<file path="src/hw/rtl/mstt_pkg.sv">
// ----------------------------------------------------------------------------
// mstt_pkg: shared types and constants of the multi-screen text terminal
// Holds the decoded work-item layout, configuration bundle and fixed codes.
// ----------------------------------------------------------------------------
package mstt_pkg;

    localparam logic [7:0] CH_NEWLINE = 8'd10;
    localparam logic [7:0] CH_SPACE   = 8'd32;
    localparam logic [7:0] CH_ZERO    = 8'd48;
    localparam logic [7:0] DIGIT_ATTR = 8'h04;

    localparam logic [7:0]  RST_TEXT_COLOR   = 8'd15;
    localparam logic [7:0]  RST_PROMPT_COLOR = 8'd10;
    localparam logic [7:0]  RST_BLANK_COLOR  = 8'd7;
    localparam logic [39:0] RST_PROMPT_TEXT  = 40'h203E73666B;

    localparam int unsigned PROMPT_LEN = 5;

    localparam logic [1:0] OP_PUT    = 2'd0;
    localparam logic [1:0] OP_SELECT = 2'd1;
    localparam logic [1:0] OP_READ   = 2'd2;

    localparam logic [7:0] REG_TEXT_COLOR   = 8'd0;
    localparam logic [7:0] REG_PROMPT_COLOR = 8'd1;
    localparam logic [7:0] REG_BLANK_COLOR  = 8'd2;
    localparam logic [7:0] REG_PROMPT_TEXT  = 8'd3;

    typedef enum logic [2:0] {
        K_PUTC,
        K_NEWLINE,
        K_SELECT,
        K_READ,
        K_NOP
    } kind_t;

    typedef struct packed {
        kind_t       kind;
        logic [7:0]  char_code;
        logic [2:0]  screen_index;
        logic [10:0] cell_index;
    } item_t;

    typedef struct packed {
        logic [7:0]  text_color;
        logic [7:0]  prompt_color;
        logic [7:0]  blank_color;
        logic [39:0] prompt_text;
    } cfg_t;

    typedef struct packed {
        logic clearing;
    } back_status_t;

endpackage

</file>
<file path="src/hw/rtl/mstt_front.sv">
// ----------------------------------------------------------------------------
// mstt_front: command intake and classification
// Decode each accepted word into a work item and hold it in a two-entry queue.
// ----------------------------------------------------------------------------
module mstt_front #(
    parameter int SCREENS = 4
) (
    input  logic                  clk,
    input  logic                  rst_n,
    input  logic                  start,
    output logic                  busy,
    input  logic [1:0]            op,
    input  logic [7:0]            char_code,
    input  logic [2:0]            screen_index,
    input  logic [10:0]           cell_index,
    input  mstt_pkg::back_status_t status,
    output logic                  q_valid,
    output mstt_pkg::item_t       q_item,
    input  logic                  q_pop
);

    mstt_pkg::item_t q_reg [2];
    logic            wr_ptr_reg, wr_ptr_next;
    logic            rd_ptr_reg, rd_ptr_next;
    logic [1:0]      count_reg, count_next;
    mstt_pkg::item_t dec;
    logic            push;

    always_comb
    begin
        dec.char_code    = char_code;
        dec.screen_index = screen_index;
        dec.cell_index   = cell_index;
        case (op)
            mstt_pkg::OP_PUT:
                dec.kind = (char_code == mstt_pkg::CH_NEWLINE) ? mstt_pkg::K_NEWLINE
                                                               : mstt_pkg::K_PUTC;
            mstt_pkg::OP_SELECT:
                dec.kind = ({29'd0, screen_index} < SCREENS) ? mstt_pkg::K_SELECT
                                                            : mstt_pkg::K_NOP;
            mstt_pkg::OP_READ:
                dec.kind = mstt_pkg::K_READ;
            default:
                dec.kind = mstt_pkg::K_NOP;
        endcase
    end

    assign busy    = (count_reg == 2'd2) || status.clearing;
    assign push    = start && !busy;
    assign q_valid = (count_reg != 2'd0);
    assign q_item  = q_reg[rd_ptr_reg];

    always_comb
    begin
        wr_ptr_next = wr_ptr_reg ^ push;
        rd_ptr_next = rd_ptr_reg ^ (q_pop && q_valid);
        count_next  = count_reg + {1'b0, push} - {1'b0, q_pop && q_valid};
    end

    always_ff @(posedge clk or negedge rst_n)
    begin
        if (!rst_n)
        begin
            wr_ptr_reg <= 1'b0;
            rd_ptr_reg <= 1'b0;
            count_reg  <= 2'd0;
        end
        else
        begin
            wr_ptr_reg <= wr_ptr_next;
            rd_ptr_reg <= rd_ptr_next;
            count_reg  <= count_next;
        end
    end

    always_ff @(posedge clk)
    begin
        if (push)
        begin
            q_reg[wr_ptr_reg] <= dec;
        end
    end

endmodule

</file>
<file path="config.mk">
export PLATFORM = sky130hd
export DESIGN_NAME = mstt_front
export DESIGN_NICKNAME = d
export VERILOG_FILES = /design/src/hw/rtl/mstt_pkg.sv /design/src/hw/rtl/mstt_front.sv
export SDC_FILE = /design/constraint.sdc
export NUM_CORES = 1
export LEC_CHECK = 0
export ABC_AREA = 1
export BUFFER_PORTS_ARGS = -buffer_cell sky130_fd_sc_hd__buf_2
export CORE_ASPECT_RATIO = 1.75
export CORE_MARGIN = 3
export CORE_UTILIZATION = 40
export DETAILED_ROUTE_END_ITERATION = 10
export HOLD_SLACK_MARGIN = 0.06
export PLACE_DENSITY = 0.77
export SYNTH_ARGS = -nofsm -noshare
export SYNTH_HDL_FRONTEND = slang
export SYNTH_SLANG_ARGS = --single-unit
export TNS_END_PERCENT = 50
</file>
<file path="constraint.sdc">
create_clock -name clk -period 1.6 [get_ports clk]
set_input_delay 0.08 -clock clk [delete_from_list [all_inputs] [get_ports clk]]
set_output_delay 0.08 -clock clk [all_outputs]
set_load 0.01 [all_outputs]
</file>
==> results of run 1 <==
per-stage QoR:
step	cell area [µm²]	worst slack [ps]
after floorplan	2170	-170
after global placement	2510	155
after CTS	2850	39.6
after detailed placement	2510	64.3
after global routing	2880	-6.73
final	2880	70.6
cell usage in the layout (no fill, tap or decap):
cell type      count
buf_2             55
o21bai_2           1
xor2_1             2
buf_4              6
inv_2              2
bufinv_16          1
ha_1               3
nor2_2             1
buf_6              1
inv_6              1
ha_4               1
edfxtp_1          50
nand2_2            2
xnor2_1            1
dfrtp_1            4
clkbuf_1           2
nand3_1            1
nor2_1             6
clkbuf_8           5
nand2_1           84
dlygate4sd3_1     24
inv_1             14
final timing paths:
path / from / end / cells after the start
min in group asynchronous: rst_n / count_reg[0] / 2
max: count_reg[1] / q_reg[0][12] / 6
max in group asynchronous: rst_n / rd_ptr_reg / 2
max reg2reg: count_reg[1] / q_reg[0][12] / 6
min: op[1] / q_reg[1][22] / 3
min reg2reg: count_reg[0] / count_reg[0] / 1
what timing repair did:
action | 4_1_cts | 5_1_grt
hold buffers | 24 | 0
hold endpoints to repair | 49 | 0
resized for setup | 0 | 4
buffers inserted | 0 | 1
endpoints found under the setup margin | 0 | 1
cell type report:
| class | instances | share of cell area, % |
|---|---|---|
| Clock buffer | 7 | 2.65 |
| Clock inverter | 1 | 1.04 |
| Inverter | 17 | 2.39 |
| Multi-Input combinational cell | 102 | 16.0 |
| Sequential cell | 54 | 55.7 |
| Tap cell | 54 | 2.35 |
| Timing Repair Buffer | 86 | 19.9 |
cells by family after synthesis:
logic type / Yosys count / synth area share, %
and+or+nand+nor: 94 / 16.7
DFF: 54 / 73.9
buffers and inverters: 22 / 5.42
adders and majority gates: 4 / 2.31
xor gates and xnor gates: 3 / 1.21
AOI/OAI and AO/OA: 1 / 0.519
power by group:
part | switching [mW] | internal (mW) | total (mW) | leakage (nW)
Combinational | 0.883 | 0.571 | 1.45 | 0.751
Sequential | 0.109 | 1.78 | 1.89 | 0.504
Clock | 0.395 | 0.468 | 0.863 | 0.0524
Total | 1.39 | 2.81 | 4.20 | 1.31
metal layers:
layer,up-vias,part of all wire (%),track usage [%]
met3,11,4.0,2.61
met4,0,3.1,8.50
met2,44,58,26.8
li1,750,-,-
met5,-,0,0
met1,673,35,15.3
worst reg2reg max path, delay by kind of cell (launching register included):
family	cells	cell delay (ps)
flip-flops	1	430
AND/OR/NAND/NOR	1	120
buffers and inverters	3	450
adder cells (fa/ha/maj)	1	150
AO/OA/AOI/OAI	1	70
==> out/qor.txt, run 1 <==
Status: finished clean
Register area: 0.00160 mm²
Yosys reg bits: 54
TNS Setup: 0 ps
Remaining Overflow, GRT: 0
Prevailing post-synth register cell: edfxtp_1
Count leader, synth: nand2_1
Total leakage power: 1.31 nW
Crit start category: register
Antenna violations before repair: 0
Synthesized instance count: 178
# clock sinks: 54
Cell variety after synth: 16
Core ar.: 0.00510 mm²
Max reg flops: 50
WP data arrival: 1530 ps
Final Wtd Congestion: 0.722
Htree depth: 2
Final period utilization: 95.6%
WL final: 4220 µm
TritonCTS Buffers: 5
Mapped cell area: 0.00217 mm²
Total power: 4.20 mW
Post-route ant nets: 0
Post-synth top cells: 84 x nand2_1, 50 x edfxtp_1, 15 x inv_1, 6 x nor2_1
Required @ worst endpoint: 1600 ps
Sequential share of the synthesized area: 73.9%
Starting DRT DRC Count: 48
P&R area growth vs syn: 32.7%
CP delay by family, top: buffers and inverters
Clk_lat worst skew: 300 ps
CP bufs+invs: 3
Final Hold Vio Count: 0
Placed cell count: 288
Largest cells by area after synthesis: edfxtp_1 69%, nand2_1 15%, dfrtp_1 4.6%
Pre-antenna DRT Iters: 4
Fin crit period: 1530 ps
Starting Density: 42.5%
Total number of vias: 1478
Fill count: 436
Syn avg cell area: 12.2 µm²
Root buf cell: clkbuf_8
Finished Layout Cells: 321
Nets: 299
Synth top area share: 69.2%
Largest net degree at the start of global routing: 27
CP cell instances: inv_2 > o21bai_2 > nor2_2 > buf_4 > ha_1 > buf_4
PortBufs: 55
Yosys warns: 0
Final Util: 56.4%
Die area: 0.00638 mm²
CP Class: register to register
Post-synthesis async set-or-reset flop share: 7.41%
Worst slew margin: 80.5%
Synthesized net count: 211
Synth area leader: edfxtp_1
Worst Setup End Kind: register
Fmax: 654 MHz
Antenna Cells: 0
Clock Path Buffers: 2
Share of cells above drive strength 1: 28.5%
Most used cell, CP: buf_4
Die Ht: 103 µm
Total track usage: 14.8%
Area occupied by multi-input gates: 462 µm²
Vias in the first global route: 1525
Avg Vias per Cell: 4.60
MaxCap Viol Count: 0
VDD IR max: 766 µV
Fin. max-slew vios: 0
Remaining DRCs: 0
TritonCTS clock tree: done
FP Rows: 34
Clk_skew: 4.73 ps
Die Wd: 61.7 µm
Final setup vio count: 0
Crit path max fanout: 15
Crit path largest cell delay: 430 ps
Worst hold path type: input port to register
I/O pin count: 56
Worst-Margin Slew: 293 ps
P per Cell Area: 1460 mW/mm²
CTS clock-pin slew for the worst setup and hold paths: 80 ps
CP max-delay cell: dfrtp_1
Routed wire per std cell: 13.1 µm
First-pass GRT wire length: 6760 µm
DPL Wire Length: 2940 µm
Hold WS: 102 ps
Reg2reg setup slack: 70 ps
Post-synth EDFFs: 50
Note: power is estimated with default switching activity, not from simulation.
==> inputs of run 2 (changes only) <==
--- a/config.mk
+++ b/config.mk
@@ -12,7 +12,7 @@
 export CORE_UTILIZATION = 40
 export DETAILED_ROUTE_END_ITERATION = 10
 export HOLD_SLACK_MARGIN = 0.06
-export PLACE_DENSITY = 0.77
+export PLACE_DENSITY = 0.74
 export SYNTH_ARGS = -nofsm -noshare
 export SYNTH_HDL_FRONTEND = slang
 export SYNTH_SLANG_ARGS = --single-unit
==> constraint.sdc (replaced) <==
create_clock -name clk -period 1.7 [get_ports clk]
set_input_delay 0.085 -clock clk [delete_from_list [all_inputs] [get_ports clk]]
set_output_delay 0.085 -clock clk [all_outputs]
set_load 0.01 [all_outputs]
==> out/qor.txt, run 2 (synthesis results as in run 1) <==
Status: finished clean (unchanged)
Worst Setup End Kind: register (unchanged)
P per Cell Area: 1370 mW/mm² (was 1460 mW/mm²)
Fill count: 454 (was 436)
Starting DRT DRC Count: 42 (was 48)
# clock sinks: 54 (unchanged)
Avg Vias per Cell: 4.55 (was 4.60)
Worst r2r src: count_reg[1] (unchanged)
Fin. max-slew vios: 0 (unchanged)
Reg2reg setup slack: 200 ps (was 70 ps)
Crit Reg-Reg Endpoint: count_reg[1] (was q_reg[0][12])
Final Util: 55.9% (was 56.4%)
CP Class: register to register (unchanged)
Clk_lat worst skew: 300 ps (about the same)
Final Hold Vio Count: 0 (unchanged)
Hold endpoint: q_reg[1][22] (unchanged)
Final setup vio count: 0 (unchanged)
Vias in the first global route: 1521 (was 1525)
Clock Path Buffers: 2 (unchanged)
I/O pin count: 56 (unchanged)
Remaining DRCs: 0 (unchanged)
Root buf cell: clkbuf_8 (unchanged)
Most frequent cells in the layout: 84 x nand2_1, 55 x buf_2, 50 x edfxtp_1 (unchanged)
Area after DPL: 0.00250 mm² (was 0.00251 mm²)
Worst hold path type: input port to register (unchanged)
Routed wire per std cell: 13.2 µm (was 13.1 µm)
Finished Layout Cells: 318 (was 321)
Total leakage power: 1.30 nW (was 1.31 nW)
Worst slew margin: 82.9% (was 80.5%)
Largest net degree at the start of global routing: 27 (unchanged)
PortBufs: 55 (unchanged)
Total track usage: 14.8% (about the same)
Switching Fraction: 33.0% (about the same)
DPL Wire Length: 2940 µm (about the same)
VDD IR max: 659 µV (was 766 µV)
TritonCTS Buffers: 5 (unchanged)
Die Ht: 103 µm (unchanged)
P&R area growth vs syn: 31.5% (was 32.7%)
Remaining Overflow, GRT: 0 (unchanged)
Die area: 0.00638 mm² (unchanged)
Die Wd: 61.7 µm (unchanged)
Starting Density: 42.5% (unchanged)
Total power: 3.92 mW (was 4.20 mW)
Post-route cell area: 0.00285 mm² (was 0.00288 mm²)
Share of cells above drive strength 1: 26.9% (was 28.5%)
Fmax: 666 MHz (was 654 MHz)
Sequential Power Share: 44.9% (about the same)
TritonCTS clock tree: done (unchanged)
Comb pwr share: 34.2% (was 34.6%)
Pre-antenna DRT Iters: 3 (was 4)
WHS Path Cells: 3 (unchanged)
CTS clock-pin slew for the worst setup and hold paths: 80 ps (about the same)
Pint: 2.62 mW (was 2.81 mW)
Clock share of power: 20.9% (was 20.5%)
Core ar.: 0.00510 mm² (unchanged)
Reg2reg path depth: 10 (was 6)
Htree depth: 2 (unchanged)
Required @ worst endpoint: 1900 ps (was 1600 ps)
Fin crit period: 1500 ps (was 1530 ps)
Switching pwr: 1.29 mW (was 1.39 mW)
Crit start category: register (unchanged)
Final period utilization: 88.3% (was 95.6%)
Worst-Margin Slew: 257 ps (was 293 ps)
Hold WS: 113 ps (was 102 ps)
Hold Startpoint: op[1] (unchanged)
Post-CTS sizing: 0 (unchanged)
RSZ-0062 raised after global routing: no
Post-route ant nets: 0 (unchanged)
FP Rows: 34 (unchanged)
WP data arrival: 1700 ps (was 1530 ps)
Max reg flops: 50 (unchanged)
Total number of vias: 1447 (was 1478)
Final Wtd Congestion: 0.732 (was 0.722)
Antenna violations before repair: 0 (unchanged)
MaxCap Viol Count: 0 (unchanged)
Crit path max fanout: 3 (was 15)
Most common cell after layout, fill and taps aside: nand2_1 (unchanged)
Nets: 296 (was 299)
Clk_skew: 3.37 ps (was 4.73 ps)
Antenna Cells: 0 (unchanged)
Placed cell count: 286 (was 288)
First-pass GRT wire length: 6810 µm (was 6760 µm)
WL final: 4190 µm (was 4220 µm)
## run 2: worst max path at each step
stage	cells after the start	start	to	slack, ps
final	10	count_reg[1]	count_reg[1]	200
after global placement	10	count_reg[1]	count_reg[1]	270
after global routing	10	count_reg[1]	count_reg[1]	100
after CTS	10	count_reg[1]	count_reg[1]	170
after detailed placement	10	count_reg[1]	count_reg[1]	180
after floorplan	4	count_reg[1]	q_reg[1][0]	-70
## run 2: layout make-up
type                       count  area (µm²)  area share [%]
sequential                    54        1600            56.2
timing repair buffer          83         558            19.6
multi-input combinational    102         449            15.8
clock buffer                   7        76.3            2.68
inverter                      17        68.8            2.41
tap                           54        67.6            2.37
clock inverter                 1        30.0            1.05
## run 2: worst max-delay path, cell delays in order, from the launching register on
cell,delay [ps]
dfrtp_1,430
inv_2,90
o21bai_2,70
nor2_2,140
inv_1,60
ha_1,270
inv_1,60
ha_1,150
inv_1,40
nand2_1,50
nand2_1,40
## run 2: per-layer routing
metal	vias up	GRT usage, %	routed length [µm]
li1	739	-	-
met4	0	5.88	71
met5	-	0	0
met2	31	28.0	2390
met3	5	2.98	148
met1	672	15.2	1580
## run 2: power groups by stage
| stage | Clock (mW) | Combinational (mW) | Sequential, mW |
|---|---|---|---|
| floorplan | 0 | 0.897 | 1.76 |
| global placement | 0 | 1.29 | 1.77 |
| detailed placement | 0 | 1.33 | 1.79 |
| CTS | 0.839 | 1.38 | 1.76 |
| global route | 0.900 | 1.53 | 1.78 |
| finish | 0.818 | 1.34 | 1.76 |
## run 2: what timing repair did
action                                 CTS  global route
buffers inserted                         0             0
hold buffers                            24             0
endpoints found under the hold margin   49             0
## run 2: metrics by stage
step / TNS [ps] / worst slack, ps
after floorplan: -3490 / -69.8
after global placement: 0 / 268
after detailed placement: 0 / 182
after CTS: 0 / 170
after global routing: 0 / 103
final: 0 / 199
==> inputs of run 3 (changes only) <==
--- a/config.mk
+++ b/config.mk
@@ -5,7 +5,6 @@
 export SDC_FILE = /design/constraint.sdc
 export NUM_CORES = 1
 export LEC_CHECK = 0
-export ABC_AREA = 1
 export BUFFER_PORTS_ARGS = -buffer_cell sky130_fd_sc_hd__buf_2
 export CORE_ASPECT_RATIO = 1.75
 export CORE_MARGIN = 3
==> out/qor.txt, run 3 <==
PortBufs: 55 (unchanged)
Post-synth EDFFs: 50 (unchanged)
CP Class: register to register (unchanged)
FP Rows: 34 (unchanged)
Die Wd: 61.6 µm (was 61.7 µm)
Worst r2r src: count_reg[1] (unchanged)
Remaining Overflow, GRT: 0 (unchanged)
P per Cell Area: 1360 mW/mm² (was 1370 mW/mm²)
TritonCTS clock tree: done (unchanged)
Routed wire per std cell: 16.3 µm (was 13.2 µm)
Pre-antenna DRT Iters: 4 (was 3)
P&R area growth vs syn: 35.2% (was 31.5%)
Sequential share of the synthesized area: 74.1% (was 73.9%)
Total number of vias: 1208 (was 1447)
Worst-Margin Slew: 279 ps (was 257 ps)
Worst slew margin: 81.2% (was 82.9%)
M1 WL: 1390 µm (was 1580 µm)
Antenna violations before repair: 0 (unchanged)
Required @ worst endpoint: 1880 ps (was 1900 ps)
Finished Layout Cells: 248 (was 318)
Cell variety after synth: 18 (was 16)
Clk_lat worst skew: 300 ps (about the same)
Final setup vio count: 0 (unchanged)
Most frequent cells in the layout: 55 x buf_2, 50 x edfxtp_1, 23 x dlygate4sd3_1 (was 84 x nand2_1, 55 x buf_2, 50 x edfxtp_1)
Root buf cell: clkbuf_8 (unchanged)
Prevailing post-synth register cell: edfxtp_1 (unchanged)
Post-synth top cells: 50 x edfxtp_1, 19 x mux2_4, 7 x mux2_2, 5 x inv_1 (was 84 x nand2_1, 50 x edfxtp_1, 15 x inv_1, 6 x nor2_1)
Crit start category: register (unchanged)
Yosys reg bits: 54 (unchanged)
Fin. max-slew vios: 0 (unchanged)
Starting DRT DRC Count: 19 (was 42)
Remaining DRCs: 0 (unchanged)
Yosys warns: 0 (unchanged)
CTS clock-pin slew for the worst setup and hold paths: 90 ps (was 80 ps)
Met3 wire length: 167 µm (was 148 µm)
Total track usage: 13.3% (was 14.8%)
Final Util: 57.3% (was 55.9%)
First-pass GRT wire length: 6040 µm (was 6810 µm)
Largest cells by area after synthesis: edfxtp_1 69%, mux2_4 13%, dfrtp_1 4.6% (was edfxtp_1 69%, nand2_1 15%, dfrtp_1 4.6%)
Placed cell count: 215 (was 286)
WL final: 4050 µm (was 4190 µm)
Mapped cell area: 0.00216 mm² (was 0.00217 mm²)
Count leader, synth: edfxtp_1 (was nand2_1)
Post-route ant nets: 0 (unchanged)
Die Ht: 103 µm (about the same)
Clock Path Buffers: 2 (unchanged)
Final Wtd Congestion: 0.679 (was 0.732)
MaxCap Viol Count: 0 (unchanged)
CP max-delay cell: dfrtp_1 (unchanged)
Max reg flops: 50 (unchanged)
Most used cell, CP: ha_4 (was inv_1)
Share of cells above drive strength 1: 52.6% (was 26.9%)
Synth top area share: 69.4% (was 69.2%)
Crit path largest cell delay: 420 ps (was 430 ps)
Crit Reg-Reg Endpoint: count_reg[1] (unchanged)
Highest metal used: met4 (unchanged)
Starting Density: 42.4% (was 42.5%)
Nets: 226 (was 296)
Most common cell after layout, fill and taps aside: buf_2 (was nand2_1)
Post-synthesis async set-or-reset flop share: 7.41% (unchanged)
Status: finished clean (unchanged)
I/O pin count: 56 (unchanged)
Synthesized instance count: 106 (was 178)
Largest net degree at the start of global routing: 26 (was 27)
Fmax: 596 MHz (was 666 MHz)
Synth area leader: edfxtp_1 (unchanged)
DP Worst Slack: -50.6 ps (was 182 ps)
Vias in the first global route: 1302 (was 1521)
Syn avg cell area: 20.4 µm² (was 12.2 µm²)
Fin crit period: 1680 ps (was 1500 ps)
DPL Wire Length: 2640 µm (was 2940 µm)
Total leakage power: 1.18 nW (was 1.30 nW)
WP data arrival: 1860 ps (was 1700 ps)
# clock sinks: 54 (unchanged)
Synthesized net count: 139 (was 211)
Avg Vias per Cell: 4.87 (was 4.55)
Die area: 0.00636 mm² (was 0.00638 mm²)
Reg2reg setup slack: 20 ps (was 200 ps)
Met2 WL: 2400 µm (was 2390 µm)
Total power: 3.99 mW (was 3.92 mW)
Hold WS: 104 ps (was 113 ps)
Final Hold Vio Count: 0 (unchanged)
Htree depth: 2 (unchanged)
RSZ-0062 raised after global routing: yes (was no)
Final setup margin: 21.4 ps (was 199 ps)
Crit path max fanout: 3 (unchanged)
TritonCTS Buffers: 5 (unchanged)
Reg2reg path depth: 7 (was 10)
CP cell instances: or2_4 > and2_4 > ha_4 > inv_4 > ha_4 > xnor2_4 > xnor2_2 (was inv_2 > o21bai_2 > nor2_2 > inv_1 > ha_1 > inv_1 > ha_1 > inv_1 > nand2_1 > nand2_1)
Worst hold path type: input port to register (unchanged)
Core ar.: 0.00510 mm² (unchanged)
Worst Setup End Kind: register (unchanged)
VDD IR max: 885 µV (was 659 µV)
Antenna Cells: 0 (unchanged)
Final period utilization: 98.7% (was 88.3%)
Clk_skew: 5.91 ps (was 3.37 ps)
Worst Setup EP: count_reg[1] (unchanged)
Worst Setup SP: count_reg[1] (unchanged)
## run 3: changes by cell type in the layout (fill, tap and decap cells not counted), moves of 2 or more
cell and delta:
mux2_4 +19, buf_12 +2, inv_1 -11, nand2_1 -83, mux2_2 +7, nor2_1 -4, ha_1 -2, clkbuf_1 -2
ha_4 +2, nand2_2 -2
## run 3: how the worst min path moves through the flow
stage | from | to | depth (start not counted)
4_1_cts | rst_n | count_reg[0] | 2
6_report | op[0] | q_reg[0][22] | 2
3_5_place_dp | rst_n | count_reg[1] | 1
2_1_floorplan | rst_n | count_reg[0] | 0
5_1_grt | op[0] | q_reg[0][22] | 2
3_3_place_gp | rst_n | count_reg[0] | 1
## run 3: critical path, delay by kind of cell, from the launching register on
family	cells	cell delay [ps]
buf+inv	1	30
fa+ha+maj	2	420
simple gates	2	410
flops	1	420
xor+xnor	2	270
## run 3: layout make-up
class                      count  area (µm²)
clock buffer                   5        68.8
inverter                       5        21.3
sequential                    54        1600
multi-input combinational     44         563
fill                         419        2180
timing repair buffer          83         581
clock inverter                 3        21.3
tap                           54        67.6
## run 3: power breakdown
group          total (mW)  internal, mW  leakage [nW]  switching, mW
Sequential           1.75          1.67         0.504         0.0812
Clock               0.693         0.290        0.0441          0.403
Combinational        1.54         0.853         0.634          0.691
Total                3.99          2.82          1.18           1.18
## run 3: repair_timing
item                                    CTS  global route
endpoints found under the hold margin    48             0
hold buffers                             23             0
gates cloned                              0             0
endpoints found under the setup margin    1             1
pin swaps                                 5             5
setup buffers                             2             0
resized for setup                         4             5
## run 3: metrics by stage
step / TNS, ps / instance area [µm²]
2_1_floorplan: -4980 / 2160
3_3_place_gp: 0 / 2530
3_5_place_dp: -50.6 / 2530
4_1_cts: 0 / 2890
5_1_grt: -25.7 / 2920
6_report: 0 / 2920
## run 3: metal layers
| layer | GRT usage, % | vias up |
|---|---|---|
| met5 | 0 | - |
| met2 | 24.7 | 37 |
| met3 | 2.98 | 8 |
| met4 | 6.70 | 0 |
| li1 | - | 571 |
| met1 | 13.0 | 592 |
## run 3: kinds of logic after synthesis
logic type / count (synthesis) / share of synthesized area, %
flops: 54 / 74.1
mux: 26 / 16.8
simple gates: 9 / 2.66
buf+inv: 8 / 2.43
fa+ha+maj: 4 / 2.31
xor+xnor: 3 / 1.22
compound gates: 2 / 0.463
